--- src/hw/rtl/tso_pkg.sv ---
// Shared types, register codes and sine table arithmetic for the triggered sine oscillator.
`timescale 1ns / 1ps
`default_nettype none

package tso_pkg;

  // Default build parameters.
  localparam int TABLE_ADDR_BITS_DEF = 10;
  localparam int SAMPLE_BITS_DEF     = 16;

  // Register file layout.
  localparam int CFG_INDEX_BITS = 2;
  localparam int CFG_DATA_BITS  = 32;
  localparam logic [CFG_INDEX_BITS-1:0] CFG_WRAP_LIMIT      = 2'd0;
  localparam logic [CFG_INDEX_BITS-1:0] CFG_RECYCLE_MODE    = 2'd1;
  localparam logic [CFG_INDEX_BITS-1:0] CFG_ZERO_ON_TRIGGER = 2'd2;

  // One turn is 65536 phase units (360 degrees), so the wrap limit resets to one turn.
  localparam int TURN_BITS = 16;
  localparam logic [31:0] WRAP_LIMIT_RESET = 32'd65536;

  // Field widths.
  localparam int STEP_BITS   = 24;
  localparam int SAMPLE_OUT_BITS = 16;

  // Quarter turn in Q2.30.
  localparam logic [63:0] HALF_PI_Q30 = 64'd1686629713;

  // Result of the phase stage, handed to the lookup and output stage.
  typedef struct packed {
    logic                 upd;      // the sample is recomputed for this item
    logic                 playing;  // playback state after this item
    logic [TURN_BITS-1:0] phase;    // phase modulo one turn
  } tso_res_t;

  // Sine of x (Q2.30) by a Taylor series up to the x^15 term, each term truncated.
  function automatic logic [31:0] tso_sine_q30(input logic [63:0] x);
    logic [63:0] x2;
    logic [63:0] term;
    logic [63:0] acc;
    x2   = (x * x) >> 30;
    term = x;
    acc  = x;
    term = ((term * x2) >> 30) / 64'd6;
    acc  = acc - term;
    term = ((term * x2) >> 30) / 64'd20;
    acc  = acc + term;
    term = ((term * x2) >> 30) / 64'd42;
    acc  = acc - term;
    term = ((term * x2) >> 30) / 64'd72;
    acc  = acc + term;
    term = ((term * x2) >> 30) / 64'd110;
    acc  = acc - term;
    term = ((term * x2) >> 30) / 64'd156;
    acc  = acc + term;
    term = ((term * x2) >> 30) / 64'd210;
    acc  = acc - term;
    return acc[31:0];
  endfunction

  // Quarter-wave table entry i, rounded to the full-scale amplitude and clamped.
  function automatic logic [31:0] tso_sine_entry(input int addr_bits, input int sample_bits,
                                                 input int i);
    logic [63:0] amp;
    logic [63:0] x;
    logic [63:0] v;
    amp = (64'd1 << (sample_bits - 1)) - 64'd1;
    x   = (HALF_PI_Q30 * 64'(i)) >> addr_bits;
    v   = ({32'd0, tso_sine_q30(x)} * amp + (64'd1 << 29)) >> 30;
    if (v > amp) begin
      v = amp;
    end
    return v[31:0];
  endfunction

endpackage

`default_nettype wire

--- src/hw/rtl/tso_phase_acc.sv ---
// Input register and phase accumulator stage with the playback state.
`timescale 1ns / 1ps
`default_nettype none

module tso_phase_acc (
  input  wire logic                          clk,
  input  wire logic                          rst,
  input  wire logic                          in_valid,
  output logic                               in_ready,
  input  wire logic                          in_trigger,
  input  wire logic [tso_pkg::STEP_BITS-1:0] in_step,
  input  wire logic [31:0]                   lim,
  input  wire logic                          recycle,
  input  wire logic                          zero_on_trig,
  output logic                               out_valid,
  input  wire logic                          out_ready,
  output tso_pkg::tso_res_t                  res
);
  import tso_pkg::*;

  // Input stage registers.
  logic                 a_valid;
  logic                 a_trigger;
  logic [STEP_BITS-1:0] a_step;
  logic [31:0]          a_lim_ms;

  // Phase state.
  logic [31:0] phase;
  logic        active;

  logic        rdy_a;
  logic        rdy_b;
  logic        step_gt;
  logic [STEP_BITS-1:0] step_c;
  logic [31:0] lim_ms;
  logic [31:0] base;
  logic        act0;
  logic [32:0] sum;
  logic [32:0] diff;
  logic        ge1;
  logic        ge2;
  logic [31:0] phase_next;
  logic        stop;
  logic        active_next;

  // Ready ripples back from the output side; an empty stage always takes an item.
  assign rdy_b    = !out_valid || out_ready;
  assign rdy_a    = !a_valid || rdy_b;
  assign in_ready = rdy_a;

  // Clamp the step to the wrap limit and precompute the room left before a wrap.
  always_comb begin
    step_gt = {8'd0, in_step} > lim;
    step_c  = step_gt ? lim[STEP_BITS-1:0] : in_step;
    lim_ms  = step_gt ? 32'd0 : lim - {8'd0, in_step};
  end

  always_ff @(posedge clk) begin
    if (rst) begin
      a_valid <= 1'b0;
    end else if (rdy_a) begin
      a_valid <= in_valid;
    end
  end

  always_ff @(posedge clk) begin
    if (in_valid && rdy_a) begin
      a_trigger <= in_trigger;
      a_step    <= step_c;
      a_lim_ms  <= lim_ms;
    end
  end

  // Advance the phase, wrap once, and decide whether one-shot playback ends.
  always_comb begin
    act0 = active || a_trigger;
    base = (a_trigger && zero_on_trig) ? 32'd0 : phase;
    sum  = {1'b0, base} + {9'd0, a_step};
    diff = sum - {1'b0, lim};
    ge1  = sum >= {1'b0, lim};
    ge2  = {1'b0, sum} >= {1'b0, lim, 1'b0};
    if (ge2) begin
      phase_next = 32'd0;
    end else if (ge1) begin
      phase_next = diff[31:0];
    end else begin
      phase_next = sum[31:0];
    end
    stop        = act0 && !recycle && (phase_next >= a_lim_ms);
    active_next = act0 && !stop;
  end

  always_ff @(posedge clk) begin
    if (rst) begin
      phase     <= 32'd0;
      active    <= 1'b0;
      out_valid <= 1'b0;
    end else begin
      if (rdy_b) begin
        out_valid <= a_valid;
      end
      if (a_valid && rdy_b) begin
        phase  <= phase_next;
        active <= active_next;
      end
    end
  end

  always_ff @(posedge clk) begin
    if (a_valid && rdy_b) begin
      res.upd     <= act0;
      res.playing <= active_next;
      res.phase   <= phase_next[TURN_BITS-1:0];
    end
  end

endmodule

`default_nettype wire

--- config.mk ---
export PLATFORM = sky130hd
export DESIGN_NAME = tso_phase_acc
export DESIGN_NICKNAME = d
export VERILOG_FILES = /design/src/hw/rtl/tso_pkg.sv /design/src/hw/rtl/tso_phase_acc.sv
export SDC_FILE = /design/constraint.sdc
export NUM_CORES = 1
export LEC_CHECK = 0
export BUFFER_PORTS_ARGS = -buffer_cell sky130_fd_sc_hd__clkbuf_2
export CORE_UTILIZATION = 45
export CTS_BUF_LIST = sky130_fd_sc_hd__clkbuf_8
export DETAILED_ROUTE_END_ITERATION = 10
export PLACE_DENSITY = 0.66
export SLEW_MARGIN = 20
export SYNTH_ARGS = -nofsm -noshare
export SYNTH_HDL_FRONTEND = slang
export SYNTH_SLANG_ARGS = --single-unit
--- constraint.sdc ---
create_clock -name clk -period 10.5 [get_ports clk]
set_input_delay 1.05 -clock clk [delete_from_list [all_inputs] [get_ports clk]]
set_output_delay 1.05 -clock clk [all_outputs]
set_load 0.01 [all_outputs]
==> results.toml, run 1 <==
[global_route]
grt_pass1_wl_um = 48400
track_usage_pct = 26.1
grt_antenna_before_repair = 0
grt_max_degree = 67
grt_pass1_vias = 8709
grt_remaining_overflow = 0

[critical_path]
cp.arrival_ns = 8.89
slowest_delay_ns = 0.60
crit_required_ns = 10.78
crit_top_cell = "a211oi_1"
slowest_stage = "nand2_1"
critPathCaptureType = "flip-flop"
crit_type = "in2reg"
path_max_fanout = 27
start_kind = "input port"

[route]
viasPerCell = 5.75
met1_length_um = 15600
wire_per_inst_um = 18.6
wl_met2_um = 12300
remaining_drc_errors = 0
finalWirelength_um = 31000
route.met3.wl_um = 2650
num_vias = 9606
dr.pass1.iters = 6
top_layer = "met4"
antenna_left = 0
drt_iter0_markers = 851

[die]
die_w_um = 156
core_area_sq_um = 23400
die_h_um = 156
initial_core_util_pct = 45.8
io_pins = 83
die_area_sq_um = 24400
row_count = 56

[power_and_ir_drop]
p_sw_uw = 556
power_density_nw_per_um2 = 119
switching_share_pct = 40.2
intPower_uw = 827
p_clk_share_pct = 18.6
power_leakage_uw = 0.00524
power_frac_seq_pct = 38.0
power.total_uw = 1380
peakVddDrop_uv = 53.4
pwr-share-comb_pct = 43.4

[clock_network]
clk_latency_ns = 0.41
root_buffer = "clkbuf_8"
clk_pin_slew_ns = 0.11
clock_path_buffers = 2
cts_buffers = 9
cts_hold_buffers = 0
cts_resized = 0
clkSinkCount = 110
htree_levels = 3
cts_setup_buffers = 0
cts_tree = "yes"

[layout]
fin_nets = 1558
fill_cells = 2311
final_common_cell = "ha_1"
final_cell_mix = "ha_1, nor2_1, a21oi_1, inv_1, nand2_1"
seq_area_sq_um = 2950
multi_input_area_sq_um = 7160
drive_gt1_share_pct = 10.3
synthToLayoutAreaGrowth_pct = 8.11
num_antenna_cells = 0

[timing]
clock_skew_ns = 0.0175
grt_setup_unrepaired = "false"
final-max-slew-violation-count = 0
fin_crit_ns = 8.60
finalSetupViolCount = 0
holdWs_ns = 0.461
period_share_pct = 81.9
hold_viol = 0
slew_headroom_pct = 41.2
tightest_slew_ns = 0.881
fmax_mhz = 116
tns_ns = 0

[synth]
synth_top_area_share_pct = 21.0
yosysWarnings = 0
async_flop_share_pct = 0
synth_top_cell_by_area = "edfxtp_1"
ys_seq_area_share_pct = 27.6
synth_area_sq_um = 10700
synthTopCellsByArea = "edfxtp_1, ha_1, dfxtp_1"
synth.distinct_cells = 87
syn_avg_cell_area_sq_um = 8.33
synth_nets = 1496
synth_edf_count = 75
ys_ff_latch = 110
synth_cells = 1286
yosys_most_used_dff = "edfxtp_1"

[placement]
routabilityCongestion = 0.988
hpwlAfterDp_um = 25500
io_buffer_count = 82

[status]
status = "finished, final reports clean"

[job]
maxCapViolations = 0

[hold_path]
hold_path.class = "reg2reg"
[through the flow]
stage          setup WS [ns]  std cells  instance area, sq um  utilization, %
5_1_grt                 1.36       1672                 11600            49.5
2_1_floorplan           2.93       1286                 10700               -
6_report                1.90       1672                 11600            49.5
3_5_place_dp            1.62       1656                 11400            48.7
3_3_place_gp            1.81       1656                 11400            48.7
4_1_cts                 2.02       1672                 11600            49.5
[layout make-up]
type                    count  area share [%]
repair buffers             87            3.87
flip-flops and latches    110            25.5
clock inverters             7           0.465
well taps                 319            3.45
multi-input cells        1023            61.8
clock buffers               9            1.07
inverters                 117            3.79
[cell usage after synthesis, types with 18 or more instances]
| master | count |
|---|---|
| a211oi_1 | 22 |
| a21o_1 | 46 |
| a21oi_1 | 117 |
| and2_1 | 29 |
| clkbuf_1 | 24 |
| dfxtp_1 | 35 |
| edfxtp_1 | 75 |
| ha_1 | 144 |
| inv_1 | 116 |
| nand2_1 | 107 |
| nand3_1 | 24 |
| nand4_1 | 22 |
| nor2_1 | 123 |
| nor3_1 | 25 |
| o21ai_0 | 72 |
| or3_1 | 18 |
| xnor2_1 | 41 |
| xor2_1 | 30 |
[worst max-delay path, delay by kind of cell]
kind	cells	cell delay, ns
AOI/OAI and AO/OA	21	4.44
and+or+nand+nor	7	1.63
adders and majority gates	4	1.38
xor gates and xnor gates	1	0.18
buffers and inverters	2	0.16
[power groups by stage]
stage / logic, uW / clock network [uW] / registers (uW)
2_1_floorplan: 426 / 0 / 526
3_3_place_gp: 583 / 0 / 534
3_5_place_dp: 586 / 0 / 534
4_1_cts: 589 / 260 / 524
5_1_grt: 664 / 273 / 528
6_report: 601 / 257 / 525
[registers in the layout (all words and copies together), names as in the netlist]
register   cells
res           18
a_lim_ms      32
out_valid      1
a_trigger      1
phase         32
a_valid        1
active         1
a_step        24
[cell families (layout without fill, tap and decap cells)]
group                    count (synthesis)  in the layout  synth area share (%)
AND/OR/NAND/NOR                        412            412                  18.7
AO/OA/AOI/OAI                          380            380                  23.6
buffers and inverters                  153            220                  5.69
adder cells (fa/ha/maj)                147            147                  17.4
flip-flops                             110            110                  27.6
XOR/XNOR                                71             71                  5.81
multiplexers                            13             13                  1.23
[final timing paths]
kind           startpoint        end  slack (ns)  cells after the start
max          zero_on_trig    res[16]        1.90                     35
min             phase[23]  phase[23]        0.46                      2
max reg2reg     a_trigger    res[16]        2.14                     34
min reg2reg     phase[23]  phase[23]        0.46                      2
[per-layer routing]
metal,GRT usage (%),up-vias
met5,0,-
met4,5.46,0
met3,5.48,25
met2,36.7,331
met1,40.2,4457
li1,-,4793
Note: power is estimated with default switching activity, not from simulation.
==> inputs of run 2 (changes only) <==
--- a/config.mk
+++ b/config.mk
@@ -9,7 +9,7 @@
 export CORE_UTILIZATION = 45
 export CTS_BUF_LIST = sky130_fd_sc_hd__clkbuf_8
 export DETAILED_ROUTE_END_ITERATION = 10
-export PLACE_DENSITY = 0.66
+export PLACE_DENSITY = 0.68
 export SLEW_MARGIN = 20
 export SYNTH_ARGS = -nofsm -noshare
 export SYNTH_HDL_FRONTEND = slang
==> constraint.sdc (replaced) <==
create_clock -name clk -period 7.63 [get_ports clk]
set_input_delay 0.763 -clock clk [delete_from_list [all_inputs] [get_ports clk]]
set_output_delay 0.763 -clock clk [all_outputs]
set_load 0.01 [all_outputs]
==> run 2 against run 1 <==
The flow now finishes with violations (DRC). Core utilization up 2.5 points. Wire length up 4.1%. Sequential share of layout area down 1.2 points. Final cell count up 4.2%. Via count up 3.7%. Highest routed layer unchanged.
==> results.toml, run 2 (synthesis results as in run 1) <==
[status]
status = "finished, violations left"
violations = "DRC"

[placement]
postPlaceCellArea_sq_um = 11900
io_buffer_count = 82
placed_cells = 1722
routabilityCongestion = 0.946
hpwlAfterDp_um = 26800

[timing]
fmax_mhz = 138
fin_crit_ns = 7.25
period_share_pct = 95.0
tightest_slew_ns = 0.899
grt_setup_unrepaired = "false"
clock_skew_ns = 0.0147
slew_headroom_pct = 40.0
hold_viol = 0
finalSetupViolCount = 0
final-max-slew-violation-count = 0
tns_ns = 0
holdWs_ns = 0.459

[die]
die_w_um = 156
core_area_sq_um = 23400
io_pins = 83
initial_core_util_pct = 45.8
die_h_um = 156
die_area_sq_um = 24400
row_count = 56

[clock_network]
clkSinkCount = 110
cts_tree = "yes"
clk_latency_ns = 0.41
htree_levels = 3
root_buffer = "clkbuf_8"
cts_buffers = 9
cts_hold_buffers = 0
clk_pin_slew_ns = 0.12
clock_path_buffers = 2

[global_route]
grt_max_degree = 58
track_usage_pct = 27.1
grt_pass1_vias = 9193
grt_antenna_before_repair = 0
grt_remaining_overflow = 0
grt_pass1_wl_um = 50200

[critical_path]
slowest_delay_ns = 0.38
crit_top_cell = "a211oi_1"
cp.arrival_ns = 7.54
crit_start = "zero_on_trig"
crit_type = "in2reg"
crit_required_ns = 7.92
rr_worst_depth = 34
rr_endpoint = "res[16]"
start_kind = "input port"
path_max_fanout = 20
worstSetupEndpoint = "res[16]"
r2r_start = "a_trigger"
rrSetupSlack_ns = 0.40
critPathCaptureType = "flip-flop"
slowest_stage = "a211o_2"

[hold_path]
hold_path.class = "reg2reg"
worstHoldStart = "phase[21]"

[route]
dr.pass1.iters = 8
num_vias = 9962
wire_per_inst_um = 18.6
remaining_drc_errors = 1
finalWirelength_um = 32300
viasPerCell = 5.72
antenna_left = 0
drt_iter0_markers = 1027

[layout]
final_common_cell = "ha_1"
drive_gt1_share_pct = 14.9
fin_nets = 1628
final_cell_mix = "ha_1, nor2_1, a21oi_1, inv_1, nand2_1"
reg_top3 = "a_lim_ms x32, phase x32, a_step x24"
final_area_sq_um = 12200
layout.cells.non_filler = 1742
num_antenna_cells = 0
synthToLayoutAreaGrowth_pct = 13.6

[job]
maxCapViolations = 0

[power_and_ir_drop]
power_leakage_uw = 0.00560
power_density_nw_per_um2 = 163
peakVddDrop_uv = 74.9
-- run 2: cell count changes in the layout (fill, tap and decap cells not counted), sizes merged --
| cell | delta |
|---|---|
| clkinvlp | -1 |
| inv | +1 |
| buf | +70 |
-- run 2: worst min-delay path by stage --
stage               slack, ns  cells after the start        end
detailed placement       0.43                      2  phase[21]
global placement         0.43                      2  phase[21]
finish                   0.46                      2  phase[21]
floorplan                0.42                      2  phase[21]
CTS                      0.46                      2  phase[21]
global route             0.49                      2   phase[2]
-- run 2: repair_timing --
item | 4_1_cts | 5_1_grt
endpoints found under the setup margin | 0 | 2
gates resized for setup | 0 | 4
setup buffers | 0 | 4
-- run 2: layout make-up --
type | instances | area [sq um]
Inverter | 117 | 439
Clock buffer | 9 | 124
Timing Repair Buffer | 157 | 1000
Multi-Input combinational cell | 1023 | 7180
Clock inverter | 7 | 71.3
Tap cell | 319 | 399
Fill cell | 2259 | 11200
Sequential cell | 110 | 2950
-- run 2: worst max-delay path: cells and delay by family --
kind,cells,cell delay [ns]
compound gates,20,4.44
xor+xnor,1,0.27
fa+ha+maj,3,0.81
buf+inv,3,0.31
simple gates,8,0.95
-- run 2: where the power goes --
part           internal, uW  switching [uW]
Clock                   131             244
Combinational           360             532
Sequential              696            23.1
Total                  1190             799
-- run 2: layer usage --
metal	global-route usage (%)	routed length [um]	share of wire (%)	vias to the layer above
met5	0	0	0	-
met4	5.56	349	1.1	0
met3	4.76	2760	8.5	23
met2	39.0	13300	41	368
met1	41.5	16000	49	4648
li1	-	-	-	4923
-- run 2: stage by stage --
| step | power, uW | utilization, % | setup slack, ns |
|---|---|---|---|
| after floorplan | 1310 | - | 0.343 |
| after global placement | 1590 | 50.9 | -0.238 |
| after detailed placement | 1600 | 50.9 | -0.259 |
| after CTS | 1970 | 51.8 | 0.0521 |
| after global routing | 2110 | 52.0 | 0.0108 |
| final | 1990 | 52.0 | 0.380 |
==> inputs of run 3 (changes only) <==
--- a/config.mk
+++ b/config.mk
@@ -9,7 +9,7 @@
 export CORE_UTILIZATION = 45
 export CTS_BUF_LIST = sky130_fd_sc_hd__clkbuf_8
 export DETAILED_ROUTE_END_ITERATION = 10
-export PLACE_DENSITY = 0.68
+export PLACE_DENSITY = 0.59
 export SLEW_MARGIN = 20
 export SYNTH_ARGS = -nofsm -noshare
 export SYNTH_HDL_FRONTEND = slang
==> constraint.sdc (replaced) <==
create_clock -name clk -period 7.77 [get_ports clk]
set_input_delay 0.777 -clock clk [delete_from_list [all_inputs] [get_ports clk]]
set_output_delay 0.777 -clock clk [all_outputs]
set_load 0.01 [all_outputs]
==> run 3 against run 2 <==
Sequential cell count stayed put. Worst hold slack lost 0.0021 ns. First-iteration DRC count shrank 37%. Register-to-register slack better by 0.02 ns. Combinational power fell by 3.3%. The run now ends clean. Core utilization fell by 0.62 points. Clock skew increased by 0.013 ns. Clock power hardly changed. Largest power group unchanged. Highest routed layer unchanged. Critical path depth fell by 1. Via count fell by 2.9%. Critical endpoint unchanged.
==> results.toml, run 3 (synthesis results as in run 1) <==
[layout]
fin_nets = 1606
fill_cells = 2338
final_common_cell = "ha_1"
final_area_sq_um = 12000
final_cell_mix = "ha_1, nor2_1, a21oi_1, inv_1, nand2_1"
reg_top3 = "a_lim_ms x32, phase x32, a_step x24"
drive_gt1_share_pct = 13.6
num_antenna_cells = 0
final_util_pct = 51.4
synthToLayoutAreaGrowth_pct = 12.2

[global_route]
grt_antenna_before_repair = 0
grt_pass1_wl_um = 49800
grt_max_degree = 67
track_usage_pct = 27.2
grt_pass1_vias = 8954
grt_remaining_overflow = 0

[clock_network]
clk_pin_slew_ns = 0.11
clk_latency_ns = 0.42
htree_levels = 3
cts_hold_buffers = 0
root_buffer = "clkbuf_8"
cts_tree = "yes"
cts_buffers = 9
clock_path_buffers = 2
clkSinkCount = 110

[critical_path]
crit_top_cell = "a211oi_1"
cp.arrival_ns = 7.63
start_kind = "flip-flop"
critPathCaptureType = "flip-flop"
slowest_stage = "edfxtp_1"
worst-path-buf-inv = 2
crit_type = "reg2reg"
crit_required_ns = 8.06
cp_top_family = "compound AO/OA/AOI/OAI gates"
path_max_fanout = 27
slowest_delay_ns = 0.46

[placement]
postPlaceCellArea_sq_um = 11800
io_buffer_count = 82
hpwlAfterDp_um = 26400
routabilityCongestion = 0.987

[timing]
hold_viol = 0
fin_crit_ns = 7.35
finalSetupViolCount = 0
final-max-slew-violation-count = 0
tightest_slew_ns = 0.907
slew_headroom_pct = 39.5
period_share_pct = 94.6
clock_skew_ns = 0.0281
tns_ns = 0
fmax_mhz = 136

[power_and_ir_drop]
power.total_uw = 1940
peakVddDrop_uv = 77.0
power_density_nw_per_um2 = 161
power_leakage_uw = 0.00549

[route]
finalWirelength_um = 32200
dr.pass1.iters = 5
num_vias = 9674
wire_per_inst_um = 18.7
remaining_drc_errors = 0
viasPerCell = 5.62
antenna_left = 0
drt_iter0_markers = 643

[die]
die_w_um = 156
die_h_um = 156
core_area_sq_um = 23400
row_count = 56
die_area_sq_um = 24400
io_pins = 83
initial_core_util_pct = 45.8

[hold_path]
hold_path.class = "reg2reg"

[job]
maxCapViolations = 0

[status]
status = "finished, final reports clean"
run 3: changes by cell type in the layout (fill, tap and decap cells not counted), sizes merged:
cell,previous run,this run
buf,75,53
clkinv,1,2
clkinvlp,0,1
inv,123,121
run 3: final cells by class:
class	count	area, sq um	area share, %
Sequential cell	110	2950	24.6
Clock inverter	7	80.1	0.666
Timing Repair Buffer	135	833	6.93
Tap cell	319	399	3.32
Clock buffer	9	124	1.03
Multi-Input combinational cell	1023	7190	59.8
Inverter	117	439	3.65
run 3: metrics by stage:
stage	std cells	setup WS, ns	hold slack (ns)
floorplan	1286	0.469	0.417
global placement	1703	0.135	0.432
detailed placement	1703	0.00880	0.437
CTS	1719	0.317	0.458
global route	1720	-0.00325	0.470
finish	1720	0.423	0.457
run 3: worst reg2reg max path: cells and delay by family (launching register included):
family | cells | cell delay [ns]
AOI/OAI and AO/OA | 20 | 4.50
xor gates and xnor gates | 1 | 0.25
adders and majority gates | 3 | 0.78
buffers and inverters | 2 | 0.24
DFF | 1 | 0.46
and+or+nand+nor | 8 | 1.02
run 3: worst paths after layout:
kind             start        end  slack, ns  cells past startpoint
max reg2reg  a_trigger    res[16]       0.42                     34
max          a_trigger    res[16]       0.42                     34
min          phase[18]  phase[18]       0.46                      2
min reg2reg  phase[18]  phase[18]       0.46                      2
run 3: timing repair:
action / 4_1_cts / 5_1_grt
buffers inserted: 0 / 1
setup endpoints to repair: 0 / 2
resized for setup: 0 / 4
run 3: report_power, final:
| part | switching (uW) | internal, uW |
|---|---|---|
| clock network | 245 | 129 |
| logic | 514 | 348 |
| registers | 21.2 | 683 |
run 3: routing by layer:
layer	GRT usage, %	wire length, um	share of wire, %	up-vias
met5	0	0	0	-
met4	6.49	419	1.3	0
met3	4.29	2350	7.3	20
met2	38.1	12700	39	307
met1	42.5	16700	52	4471
li1	-	-	-	4876
